==> config.mk <==
export PLATFORM = sky130hd
export DESIGN_NAME = piq_cell
export DESIGN_NICKNAME = d
export VERILOG_FILES = /design/src/rtl/core/piq_pkg.sv /design/src/rtl/core/piq_cell.sv
export SDC_FILE = /design/constraint.sdc
export NUM_CORES = 1
export LEC_CHECK = 0
export ABC_AREA = 1
export BUFFER_PORTS_ARGS = -buffer_cell sky130_fd_sc_hd__buf_2
export CAP_MARGIN = 20
export CORE_MARGIN = 5
export CORE_UTILIZATION = 40
export DETAILED_ROUTE_END_ITERATION = 10
export GPL_TIMING_DRIVEN = 0
export PLACE_DENSITY = 0.85
export SETUP_SLACK_MARGIN = 0.15
export SLEW_MARGIN = 20
export SYNTH_ARGS = -nofsm -noshare
export SYNTH_HDL_FRONTEND = slang
export SYNTH_SLANG_ARGS = --single-unit
==> constraint.sdc <==
create_clock -name clock -period 2.3 [get_ports clock]
set_input_delay 0 -clock clock [delete_from_list [all_inputs] [get_ports clock]]
set_output_delay 0 -clock clock [all_outputs]
set_load 0.01 [all_outputs]
==> src/rtl/core/piq_pkg.sv <==
// piq_pkg: shared types and codes for the positional insert queue.
// Used by every file of the block; depends on nothing.
package piq_pkg;

   localparam int POS_W = 8;
   localparam int WORD_W = 32;

   localparam logic ACT_INSERT = 1'b0;
   localparam logic ACT_REMOVE = 1'b1;

   localparam logic [1:0] ST_OK = 2'd0;
   localparam logic [1:0] ST_FULL = 2'd1;
   localparam logic [1:0] ST_BADPOS = 2'd2;
   localparam logic [1:0] ST_EMPTY = 2'd3;

   localparam logic signed [WORD_W-1:0] NO_WORD = '1;

   typedef struct packed {
      logic                     action;
      logic signed [WORD_W-1:0] value_in;
      logic [POS_W-1:0]         position;
   } req_type;

   typedef struct packed {
      logic [1:0]               status;
      logic signed [WORD_W-1:0] value_out;
      logic [POS_W-1:0]         occupancy;
   } rsp_type;

   // broadcast from the controller to every cell
   typedef struct packed {
      logic                     ins;
      logic                     rem;
      logic [POS_W-1:0]         pos;
      logic signed [WORD_W-1:0] value;
   } cell_ctl_type;

endpackage

==> src/rtl/core/piq_cell.sv <==
// piq_cell: one storage cell of the queue chain.
// Depends on piq_pkg; takes its neighbors' words and the broadcast control.
module piq_cell import piq_pkg::*; #(
   parameter int IDX = 0
) (
   input  logic                     clock,
   input  cell_ctl_type             ctl,
   input  logic signed [WORD_W-1:0] left_data,
   input  logic signed [WORD_W-1:0] right_data,
   output logic signed [WORD_W-1:0] data
);

   localparam logic [31:0] IDX_L = 32'(IDX);

   logic signed [WORD_W-1:0] data_ff;
   logic signed [WORD_W-1:0] data_in;
   logic [31:0]              pos_ext;

   assign pos_ext = 32'(ctl.pos);

   always_comb begin
      data_in = data_ff;
      if (ctl.ins) begin
         if (pos_ext < IDX_L) begin
            data_in = left_data;
         end else if (pos_ext == IDX_L) begin
            data_in = ctl.value;
         end
      end else if (ctl.rem) begin
         data_in = right_data;
      end
   end

   always_ff @(posedge clock) begin
      data_ff <= data_in;
   end

   assign data = data_ff;

endmodule

# Word level (Yosys, flattened, before mapping)

Index checks and enable logic that the tools add are counted.
Widths: inputs -> output; s select.

Memories kept: 0
Register bits after elaboration: 32
RAM bits: 0
Input bits: 107
Bits in latches: 0
Output and inout port bits: 32
Bits in read-only memories: 0

Shift operators: 0
Divide/modulo/power cells: 0
Reductions and logical operators: 3
Bitwise gates (word level): 0
Multiply operators: 0
$lt $le $gt $ge: 1
Mux-type cells: 4
Equality and inequality tests: 1
$add $sub $neg: 0

Operator list:

| kind               | count |
|---|---|
| $mux 32            | 4 |
| $logic_not 32->1   | 1 |
| $lt 8x1->1 const B | 1 |
| $ne 3x1->1 const B | 1 |
| $reduce_and 2->1   | 1 |
| $reduce_bool 2->1  | 1 |

# Logic depth before layout (Yosys ltp)

Gate-level depths: netlist of the first run.

Depth in word-level cells: 4
Mapped depth: 5

# Worst setup path before layout of the first run

Ideal clock, no wire load.

Path kind: input-to-reg
Start point: input ctl[32] (netlist bit)
End point: register data_ff[0] (netlist: data[0]), enable pin
Slack: 0.874 ns
Path buffers: 0
Data required time: 1.910 ns
Library setup time: 0.390 ns
Cell stages on the path: 4
Arrival: 1.037 ns
Cells stage by stage: or2_1 > nor2_1 > nand2_1 > nand2_1

Longest elaborated chain between the ends: 3
Elaborated cells on any way between the ends: 4
Classes of those cells: order compare: 1; eq/ne: 1; reduce/logical: 2

Ends and longest elaborated chain:

| what                                           | RTL line                       | RTL |
|---|---|---|
| start, declared                                | piq_cell.sv:7                  | `input cell_ctl_type ctl,` |
| $lt 8x1->1 or $logic_not 32->1 (tied branches) | piq_cell.sv:24, piq_cell.sv:26 |  |
| $ne 3x1->1 (no source line) (*)                | --                             |  |
| $reduce_and 2->1 (no source line) (*)          | --                             |  |
| end signal, assigned                           | piq_cell.sv:35                 | `data_ff <= data_in;` |
| end, declared                                  | piq_cell.sv:15                 | `logic signed [WORD_W-1:0] data_ff;` |

Mark *: on every way between the ends. The rest lies on a longest branch, timed or not.
A chain may end at the register's enable or synchronous reset.

# Worst setup path in the final report of the first run

Start point: input ctl[2] (netlist bit)
End point: register data_ff[2] (netlist: data[2]), data pin

Longest elaborated chain between the ends: 3

Ends and longest elaborated chain:

| what                 | RTL line       | RTL |
|---|---|---|
| $mux 32              | piq_cell.sv:26 | `end else if (pos_ext == IDX_L) begin` |
| $mux 32              | piq_cell.sv:24 | `if (pos_ext < IDX_L) begin` |
| $mux 32              | piq_cell.sv:23 | `if (ctl.ins) begin` |
| named net data_in[2] | piq_cell.sv:16 | `logic signed [WORD_W-1:0] data_in;` |

The timed path passes the listed nets, and every way through them passes these cells. The select of a mux whose other input is x is not followed.

==> reports/results.tsv, run 1 <==
stage	metric	value	unit
run_status	status	finished, violations left	
run_status	violated checks	negative hold slack	
drt	routed wire length	4.51	mm
pwr	Combinational Power Share	21.9	%
synth	syn nets	257	
sta	Rel. slew slack	50.7	%
clock_tree	Clock Path Buffers	2	
layout	Final nets	416	
hold_path	Hold WC Path Type	in -> reg	
setup_path	Critical Path Max Stage Delay	0.56	ns
placed_design	port bufs	105	
setup_path	delay-heaviest family, CP	buffers and inverters	
sta	Final WS setup	0.979	ns
floorplan	I/O pins	139	
pwr	sw frac	23.5	%
drt	drc violations	0	
layout	register area	961	um2
grt	vias in the first global route	1600	
layout	diode count	0	
pwr	VDD IR max	0.313	mV
floorplan	Die Y	71.6	um
pwr	sw power	331	uW
floorplan	row count	22	
sta	maximum clock rate	757	MHz
synth	Post-Synthesis Cells	150	
synth	Synth Cell Area	1520	um2
sta	total negative setup slack	0	ns
clock_tree	Sink Count	32	
clock_tree	clk root buf	clkbuf_8	
placed_design	Placement Setup Slack	0.895	ns
drt	Final ANT Viol Nets	0	
clock_tree	cts repair resizes	0	
clock_tree	CTS tree	yes	
sta	Final Setup Violations	0	
synth	syn_area_per_cell	10.1	um2
floorplan	die width	71.6	um
sta	final hold viol count	1	
layout	Fillers	272	
pwr	Tot Pwr	1.40	mW
drt	routed length per instance	12.6	um
flow_run	max-cap violations	0	
clock_tree	H-tree depth	2	
drt	via total after detailed routing	1563	
sta	Final period util	57.4	%
synth	Seq/Total Area, Yosys	63.3	%
drt	vias per inst	4.38	
setup_path	crit path DAT	1.34	ns
pwr	Clk pwr share	28.0	%
layout	max FFs per register	32	
sta	Hold Slack	-0.000657	ns
setup_path	Worst setup SP type	input pin	
placed_design	dpl hpwl	2.85	mm
sta	Final Max Tran Viols	0	
pwr	Cell Int Power	1.07	mW
synth	Yosys cell types	10	
setup_path	CP Class	in -> reg	
grt	first-pass GRT wire length	6.93	mm
setup_path	Worst Path Max Fanout	1	
drt	total iterations of the first detailed-routing run	4	
pwr	Leak	1.33	nW
setup_path	CP Capture Type	register	
sta	RSZ-0062 raised after global routing	no	
pwr	sequential power share	50.1	%
setup_path	Worst EP required	2.32	ns
clock_tree	TritonCTS Buffers	5	
grt	largest net degree at the start of global routing	33	
synth	yosys warns	0	
layout	layout overhead on the synthesized area	74.9	%
setup_path	Buffers & Inverters on Critical Path	3	
sta	Worst-Margin Slew	0.736	ns
placed_design	gpl congestion	0.722	
drt	DRT iter0 DRCs	70	
floorplan	core area	3660	um2
setup_path	critical path cell sequence	dlygate4sd3_1, buf_2, nand2_1, nand2_1, dlygate4sd3_1	
layout	multi-input logic area	438	um2
grt	GR Overflow Total	0	
grt	GRT Overall Usage	17.5	%
layout	layout cell share with drive strength beyond 1	43.4	%
setup_path	Critical Path Slowest Stage Cell	dlygate4sd3_1	
sta	post-layout min period	1.32	ns
grt	initial antenna violation count	0	
clock_tree	clock slew at reported path FFs	0.06	ns
pwr	pwr/cell area	529	nW/um2
floorplan	initial core utilization	41.5	%
floorplan	Die Area	5130	um2
synth	#FFs+latches synth	32	
[power groups by stage]
stage | sequential, mW | clock (mW) | combinational (mW)
2_1_floorplan | 0.743 | 0 | 0.0844
3_3_place_gp | 0.716 | 0 | 0.222
3_5_place_dp | 0.717 | 0 | 0.229
4_1_cts | 0.705 | 0.405 | 0.303
5_1_grt | 0.708 | 0.432 | 0.337
6_report | 0.704 | 0.393 | 0.308
[layout by cell type, fill, tap and decap left out, drive strengths merged]
cell / n
buf: 109
clkbuf: 9
clkinv: 1
dlygate4sd3: 47
edfxtp: 32
inv: 5
nand2: 102
nor2: 3
or2: 1
[repair_timing]
action	in CTS	in global routing
buffers inserted	0	0
endpoints found under the hold margin	26	0
setup endpoints to repair	0	0
hold buffers	47	0
[per-layer routing]
metal,up-vias,share of wire (%),wire (um),track usage (%)
met5,-,0,0,0
li1,788,-,-,-
met2,78,55,2470,35.1
met3,8,10,464,6.45
met4,0,1.5,68,4.38
met1,689,33,1510,16.3
[Yosys cell counts]
cell	n	area (um2)
nand2_2	14	87.6
inv_8	1	11.3
clkbuf_8	3	41.3
buf_12	1	20.0
buf_6	3	33.8
edfxtp_1	32	961
inv_1	4	15.0
or2_1	1	6.26
nor2_1	3	11.3
nand2_1	88	330
[area by class of cell]
cell class / count / share of cell area (%)
sequential: 32 / 36.2
inverter: 5 / 0.990
tap: 48 / 2.26
clock inverter: 1 / 0.189
buffer: 7 / 3.58
multi-input combinational: 106 / 16.5
clock buffer: 6 / 2.73
timing repair buffer: 152 / 37.5
[path summary, 6_finish.rpt]
kind,startpoint,to,slack [ns],cells after the start
worst max-delay path,ctl[2],data[2],0.98,5
worst min-delay path,right_data[11],data[11],-0.0007,3
[cells by family (layout without fill, tap and decap cells)]
group / Yosys count / in the layout / synth area share, %
simple gates: 106 / 106 / 28.7
flops: 32 / 32 / 63.3
buf+inv: 12 / 171 / 8.00
[tightest hold or removal path: stages]
cell,delay [ns]
buf_2,0.08
nand2_1,0.04
nand2_1,0.05
[stage by stage]
stage,area [um2],util (%),std cells
final,2650,72.5,357
after CTS,2650,72.5,357
after detailed placement,2110,57.5,303
after global routing,2650,72.5,357
after global placement,2100,57.5,303
after floorplan,1520,-,150
(Power assumes the default switching activity.)
==> inputs of run 2 (changes only) <==
--- a/config.mk
+++ b/config.mk
@@ -5,14 +5,14 @@
 export SDC_FILE = /design/constraint.sdc
 export NUM_CORES = 1
 export LEC_CHECK = 0
-export ABC_AREA = 1
+export ABC_AREA = 0
 export BUFFER_PORTS_ARGS = -buffer_cell sky130_fd_sc_hd__buf_2
 export CAP_MARGIN = 20
 export CORE_MARGIN = 5
-export CORE_UTILIZATION = 40
+export CORE_UTILIZATION = 37
 export DETAILED_ROUTE_END_ITERATION = 10
 export GPL_TIMING_DRIVEN = 0
-export PLACE_DENSITY = 0.85
+export PLACE_DENSITY = 0.79
 export SETUP_SLACK_MARGIN = 0.15
 export SLEW_MARGIN = 20
 export SYNTH_ARGS = -nofsm -noshare
==> constraint.sdc (replaced) <==
create_clock -name clock -period 1.3 [get_ports clock]
set_input_delay 0 -clock clock [delete_from_list [all_inputs] [get_ports clock]]
set_output_delay 0 -clock clock [all_outputs]
set_load 0.01 [all_outputs]
==> run 2 against run 1 <==
The run now ends clean. Power rose by 67%. Die area grew 7.7%. Synthesized area up 0.74%. Sequential share of layout area rose by 7.4 points. Clock power increased by 70%. Flip-flop and latch count is the same. Final cell count decreased by 34%. Worst setup slack got worse by 0.73 ns. Critical endpoint is now data[15]. Largest power group unchanged.
==> reports/results.tsv, run 2 <==
stage	metric	value	unit	change
clock_tree	clock slew at reported path FFs	0.06	ns	about the same
drt	routed wire length	3.35	mm	-26%
hold_path	Hold WC Path Type	in -> reg		
sta	final hold viol count	0		-1
layout	Final Util	55.1	%	-17 points
synth	top-count cell post-synth	edfxtp_1		
setup_path	Buffers & Inverters on Critical Path	1		-2
synth	Yosys cell types	8		-2
setup_path	Critical Path Max Stage Delay	0.51	ns	-0.05 ns
placed_design	Cell Area, Placed	2130	um2	+0.95%
floorplan	Die Y	74.3	um	+3.8%
floorplan	core area	4000	um2	+9.3%
sta	Final Setup Violations	0		unchanged
synth	Synth Cell Area	1530	um2	+0.74%
sta	Worst-Margin Slew	0.459	ns	-0.277 ns
placed_design	port bufs	105		unchanged
layout	Final nets	291		-30%
synth	post-synth top area share	62.8	%	-0.47 points
floorplan	initial core utilization	38.2	%	-3.2 points
grt	initial antenna violation count	0		unchanged
drt	drc violations	0		unchanged
synth	number of synthesized flops with an enable pin	32		unchanged
sta	RSZ-0062 raised after global routing	no		
clock_tree	CTS tree	yes		
synth	syn_area_per_cell	21.2	um2	+110%
synth	Synth Flop Type	edfxtp_1		
drt	total iterations of the first detailed-routing run	4		unchanged
synth	Post-synth top cells	edfxtp_1, mux2_4, buf_12, mux2_2, nor4_1		
grt	GR Overflow Total	0		unchanged
layout	layout cell share with drive strength beyond 1	79.9	%	+37 points
clock_tree	Setup Fix Bufs, Post-CTS	0		unchanged
grt	first-pass GRT wire length	5.15	mm	-26%
synth	yosys warns	0		unchanged
clock_tree	Sink Count	32		unchanged
sta	post-layout min period	1.05	ns	
setup_path	CP Class	in -> reg		
drt	Final ANT Viol Nets	0		unchanged
pwr	pwr/cell area	1060	nW/um2	+100%
setup_path	CP Capture Type	register		
clock_tree	cts repair resizes	0		unchanged
floorplan	row count	23		+4.5%
layout	layout overhead on the synthesized area	44.0	%	
floorplan	die width	74.3	um	+3.8%
setup_path	Worst Path Max Fanout	32		+31
layout	max FFs per register	32		unchanged
synth	share of flip-flops with an asynchronous set or reset	0	%	unchanged
pwr	Tot Pwr	2.34	mW	+67%
setup_path	crit path DAT	0.97	ns	-0.37 ns
synth	top cell type by total area after synthesis	edfxtp_1		
grt	largest net degree at the start of global routing	33		unchanged
flow_run	max-cap violations	0		unchanged
synth	Post-Synthesis Cells	72		-52%
synth	top area cells in the synthesized netlist	edfxtp_1, mux2_4, buf_12		
sta	Final period util	80.9	%	
synth	Seq/Total Area, Yosys	62.8	%	-0.47 points
layout	final instance area	2200	um2	-17%
layout	diode count	0		unchanged
clock_tree	TritonCTS Buffers	5		unchanged
placed_design	gpl congestion	0.688		-4.7%
layout	most frequent cells in the layout	buf_2, edfxtp_1, mux2_4		
setup_path	Worst setup SP type	input pin		
synth	syn nets	179		-30%
floorplan	Die Area	5520	um2	+7.7%
sta	maximum clock rate	950	MHz	
sta	Final Max Tran Viols	0		unchanged
clock_tree	Clock Path Buffers	2		unchanged
sta	Rel. slew slack	69.4	%	+19 points
clock_tree	clk root buf	clkbuf_8		
drt	vias per inst	4.49		+2.5%
clock_tree	H-tree depth	2		unchanged
setup_path	Worst EP required	1.22	ns	-1.10 ns
drt	routed length per instance	14.3	um	+13%
drt	DRT iter0 DRCs	19		-73%
grt	vias in the first global route	1105		-31%
pwr	Leak	1.05	nW	-21%
synth	#FFs+latches synth	32		unchanged
layout	most common cell after layout, fill and taps aside	buf_2		
pwr	VDD IR max	0.541	mV	+73%
setup_path	Critical Path Slowest Stage Cell	a31o_4		
setup_path	critical path cell sequence	buf_2, nor4_1, a31o_4		
grt	GRT Overall Usage	12.7	%	-4.8 points
clock_tree	hold buffer count at cts	0		-100%
run_status	status	completed		
setup_path	delay-heaviest family, CP	compound AO/OA/AOI/OAI gates		
floorplan	I/O pins	139		unchanged
drt	via total after detailed routing	1050		-33%
run 2: changes by cell type in the layout (fill, tap and decap cells not counted), sizes merged:
cell	change
nor4	+2
nand2	-102
clkinv	+1
a31o	+1
clkbuf	-4
mux2	+32
nor2b	+1
or2	-1
nor2	-3
inv	-5
dlygate4sd3	-47
run 2: stage by stage:
step                      std cells  worst slack (ns)  hold WS (ns)  setup TNS, ns
after floorplan                  72             0.218         0.217              0
after global placement          227           -0.0572         0.300          -1.77
after detailed placement        227           -0.0574         0.304          -1.79
after CTS                       234             0.241       0.00947              0
after global routing            234             0.184       0.00506              0
final                           234             0.248        0.0202              0
run 2: cells by family after synthesis:
kind of cell | share of synthesized area, %
muxes | 30.7
DFF | 62.8
and+or+nand+nor | 1.23
buffers and inverters | 4.66
AOI/OAI and AO/OA | 0.573
run 2: routing by layer:
| metal | up-vias | GRT usage [%] | routed length (um) |
|---|---|---|---|
| li1 | 508 | - | - |
| met1 | 475 | 14.2 | 1190 |
| met2 | 65 | 20.7 | 1710 |
| met3 | 2 | 6.08 | 414 |
| met4 | 0 | 5.93 | 34 |
| met5 | - | 0 | 0 |
run 2: power breakdown:
group / leakage [nW] / internal, mW / switching (mW) / total [mW]
clock network: 0.0391 / 0.352 / 0.317 / 0.669
logic: 0.707 / 0.260 / 0.169 / 0.429
registers: 0.300 / 1.23 / 0.0151 / 1.24
total: 1.05 / 1.84 / 0.501 / 2.34
run 2: worst paths after layout:
| path | cells past startpoint | slack, ns | endpoint | from |
|---|---|---|---|---|
| max | 3 | 0.25 | data[15] | ctl[37] |
| min | 2 | 0.02 | data[28] | right_data[28] |
run 2: cell type report:
type,instances,area [um2]
clock inverter,2,7.51
buffer,4,71.3
multi-input combinational,36,505
tap,50,62.6
sequential,32,961
clock buffer,5,68.8
fill,330,1800
timing repair buffer,105,526
==> inputs of run 3 (changes only) <==
==> constraint.sdc (replaced) <==
create_clock -name clock -period 1.1 [get_ports clock]
set_input_delay 0 -clock clock [delete_from_list [all_inputs] [get_ports clock]]
set_output_delay 0 -clock clock [all_outputs]
set_load 0.01 [all_outputs]
==> run 3 against run 2 <==
Utilization up 2.3 points. Critical path depth unchanged. Clock-buffer cell count up 2. Non-clock buffer count up 1. Sequential share of layout area down 1.8 points. Hold slack better by 0.0021 ns. Power up 21%. Sequential power up 19%. Clock power up 21%. Routed wire length up 7.3%. Largest power group unchanged. Highest routed layer unchanged.
==> reports/results.tsv, run 3 (synthesis gave the netlist of run 2 again) <==
stage	metric	value	unit	change
floorplan	die width	74.3	um	unchanged
clock_tree	hold buffer count at cts	0		unchanged
placed_design	Placement Setup Slack	-0.195	ns	-0.138 ns
hold_path	Hold Path Sink	data[25]		
drt	routed length per instance	15.0	um	+5.0%
floorplan	initial core utilization	38.2	%	unchanged
flow_run	max-cap violations	0		unchanged
floorplan	row count	23		unchanged
layout	layout overhead on the synthesized area	50.2	%	
drt	DRT iter0 DRCs	15		-4
sta	Final Max Tran Viols	0		unchanged
sta	Worst-Margin Slew	0.560	ns	+0.101 ns
layout	most frequent cells in the layout	buf_2, edfxtp_1, mux2_4		
layout	max FFs per register	32		unchanged
drt	Final ANT Viol Nets	0		unchanged
setup_path	CP Capture Type	register		
drt	via total after detailed routing	1103		+5.0%
pwr	pwr/cell area	1230	nW/um2	+16%
grt	GR Overflow Total	0		unchanged
clock_tree	H-tree depth	2		unchanged
floorplan	Die Y	74.3	um	unchanged
drt	total iterations of the first detailed-routing run	4		unchanged
clock_tree	clk root buf	clkbuf_8		
floorplan	core area	4000	um2	unchanged
clock_tree	Clock Path Buffers	2		unchanged
placed_design	gpl congestion	0.647		-6.0%
hold_path	HP Start	ctl[25]		
layout	layout cell share with drive strength beyond 1	81.0	%	+1.1 points
clock_tree	TritonCTS Buffers	5		unchanged
setup_path	Worst Path Max Fanout	8		-75%
layout	Fillers	316		-4.2%
hold_path	Hold WC Path Type	in -> reg		
placed_design	Cell Area, Placed	2160	um2	+1.4%
layout	Final Util	57.4	%	+2.3 points
layout	final instance area	2300	um2	+4.3%
sta	Rel. slew slack	62.6	%	-6.8 points
clock_tree	Sink Count	32		unchanged
layout	diode count	0		unchanged
drt	routed wire length	3.59	mm	+7.3%
setup_path	Worst setup SP type	input pin		
sta	Final WS setup	0.163	ns	-0.0846 ns
sta	maximum clock rate	1070	MHz	
grt	largest net degree at the start of global routing	17		-48%
setup_path	Worst EP required	1.07	ns	-0.15 ns
drt	drc violations	0		unchanged
floorplan	Die Area	5520	um2	unchanged
run_status	status	completed		
sta	post-layout min period	0.937	ns	
sta	final hold viol count	0		unchanged
clock_tree	clock slew at reported path FFs	0.06	ns	about the same
sta	total negative setup slack	0	ns	unchanged
grt	vias in the first global route	1151		+4.2%
drt	vias per inst	4.62		+2.8%
pwr	VDD IR max	0.655	mV	+21%
clock_tree	CTS tree	yes		
hold_path	Hold Crit Depth	2		unchanged
sta	Hold Slack	0.0223	ns	+0.00208 ns
sta	Final Setup Violations	0		unchanged
pwr	Leak	1.08	nW	+2.8%
grt	GRT Overall Usage	12.9	%	+0.15 points
sta	Final period util	85.2	%	
layout	Final nets	295		+1.4%
grt	first-pass GRT wire length	5.15	mm	-0.14%
sta	RSZ-0062 raised after global routing	yes		
floorplan	I/O pins	139		unchanged
layout	most common cell after layout, fill and taps aside	buf_2		
setup_path	crit path DAT	0.91	ns	-0.06 ns
grt	initial antenna violation count	0		unchanged
placed_design	port bufs	105		unchanged
setup_path	CP Class	in -> reg		
## run 3: changes by cell type in the layout (fill, tap and decap cells not counted), sizes merged
cell / delta
a31o: +3
buf: +1
clkbuf: +2
clkinv: -1
## run 3: per-layer routing
metal	routed length (um)	up-vias	GRT usage [%]
met5	0	-	0
met4	34	0	4.74
met3	483	4	6.89
met2	1780	71	23.0
met1	1290	503	12.6
li1	-	525	-
## run 3: critical path, cell delays in order
cell and delay (ns):
buf_2 0.11, nor4_4 0.49, a31o_4 0.31
## run 3: layout make-up
cell class	instances	area, um2	area share [%]
flip-flops and latches	32	961	41.9
multi-input cells	39	588	25.6
repair buffers	106	533	23.2
clock buffers	7	76.3	3.32
plain buffers	4	71.3	3.11
well taps	50	62.6	2.72
clock inverters	1	3.75	0.163
## run 3: worst max path at each step
stage / depth (start not counted) / end / slack (ns) / start
finish: 3 / data[11] / 0.16 / ctl[33]
global route: 3 / data[0] / 0.13 / ctl[33]
CTS: 3 / data[11] / 0.14 / ctl[37]
detailed placement: 3 / data[17] / -0.20 / ctl[37]
global placement: 3 / data[18] / -0.17 / ctl[37]
floorplan: 2 / data[0] / 0.09 / ctl[37]
## run 3: repair_timing
action,CTS,global route
pin swaps,1,1
setup endpoints to repair,32,32
gates cloned,1,2
gates resized for setup,1,2
setup buffers,0,1
## run 3: where the power goes
| group | internal (mW) | leakage, nW | total [mW] | switching (mW) |
|---|---|---|---|---|
| sequential | 1.45 | 0.300 | 1.47 | 0.0176 |
| clock | 0.439 | 0.0399 | 0.812 | 0.373 |
| combinational | 0.321 | 0.736 | 0.541 | 0.220 |
| total | 2.21 | 1.08 | 2.82 | 0.610 |
## run 3: metrics by stage
step	power [mW]	instances
2_1_floorplan	1.78	72
3_3_place_gp	2.01	227
3_5_place_dp	2.02	227
4_1_cts	2.85	236
5_1_grt	2.97	239
6_report	2.82	239
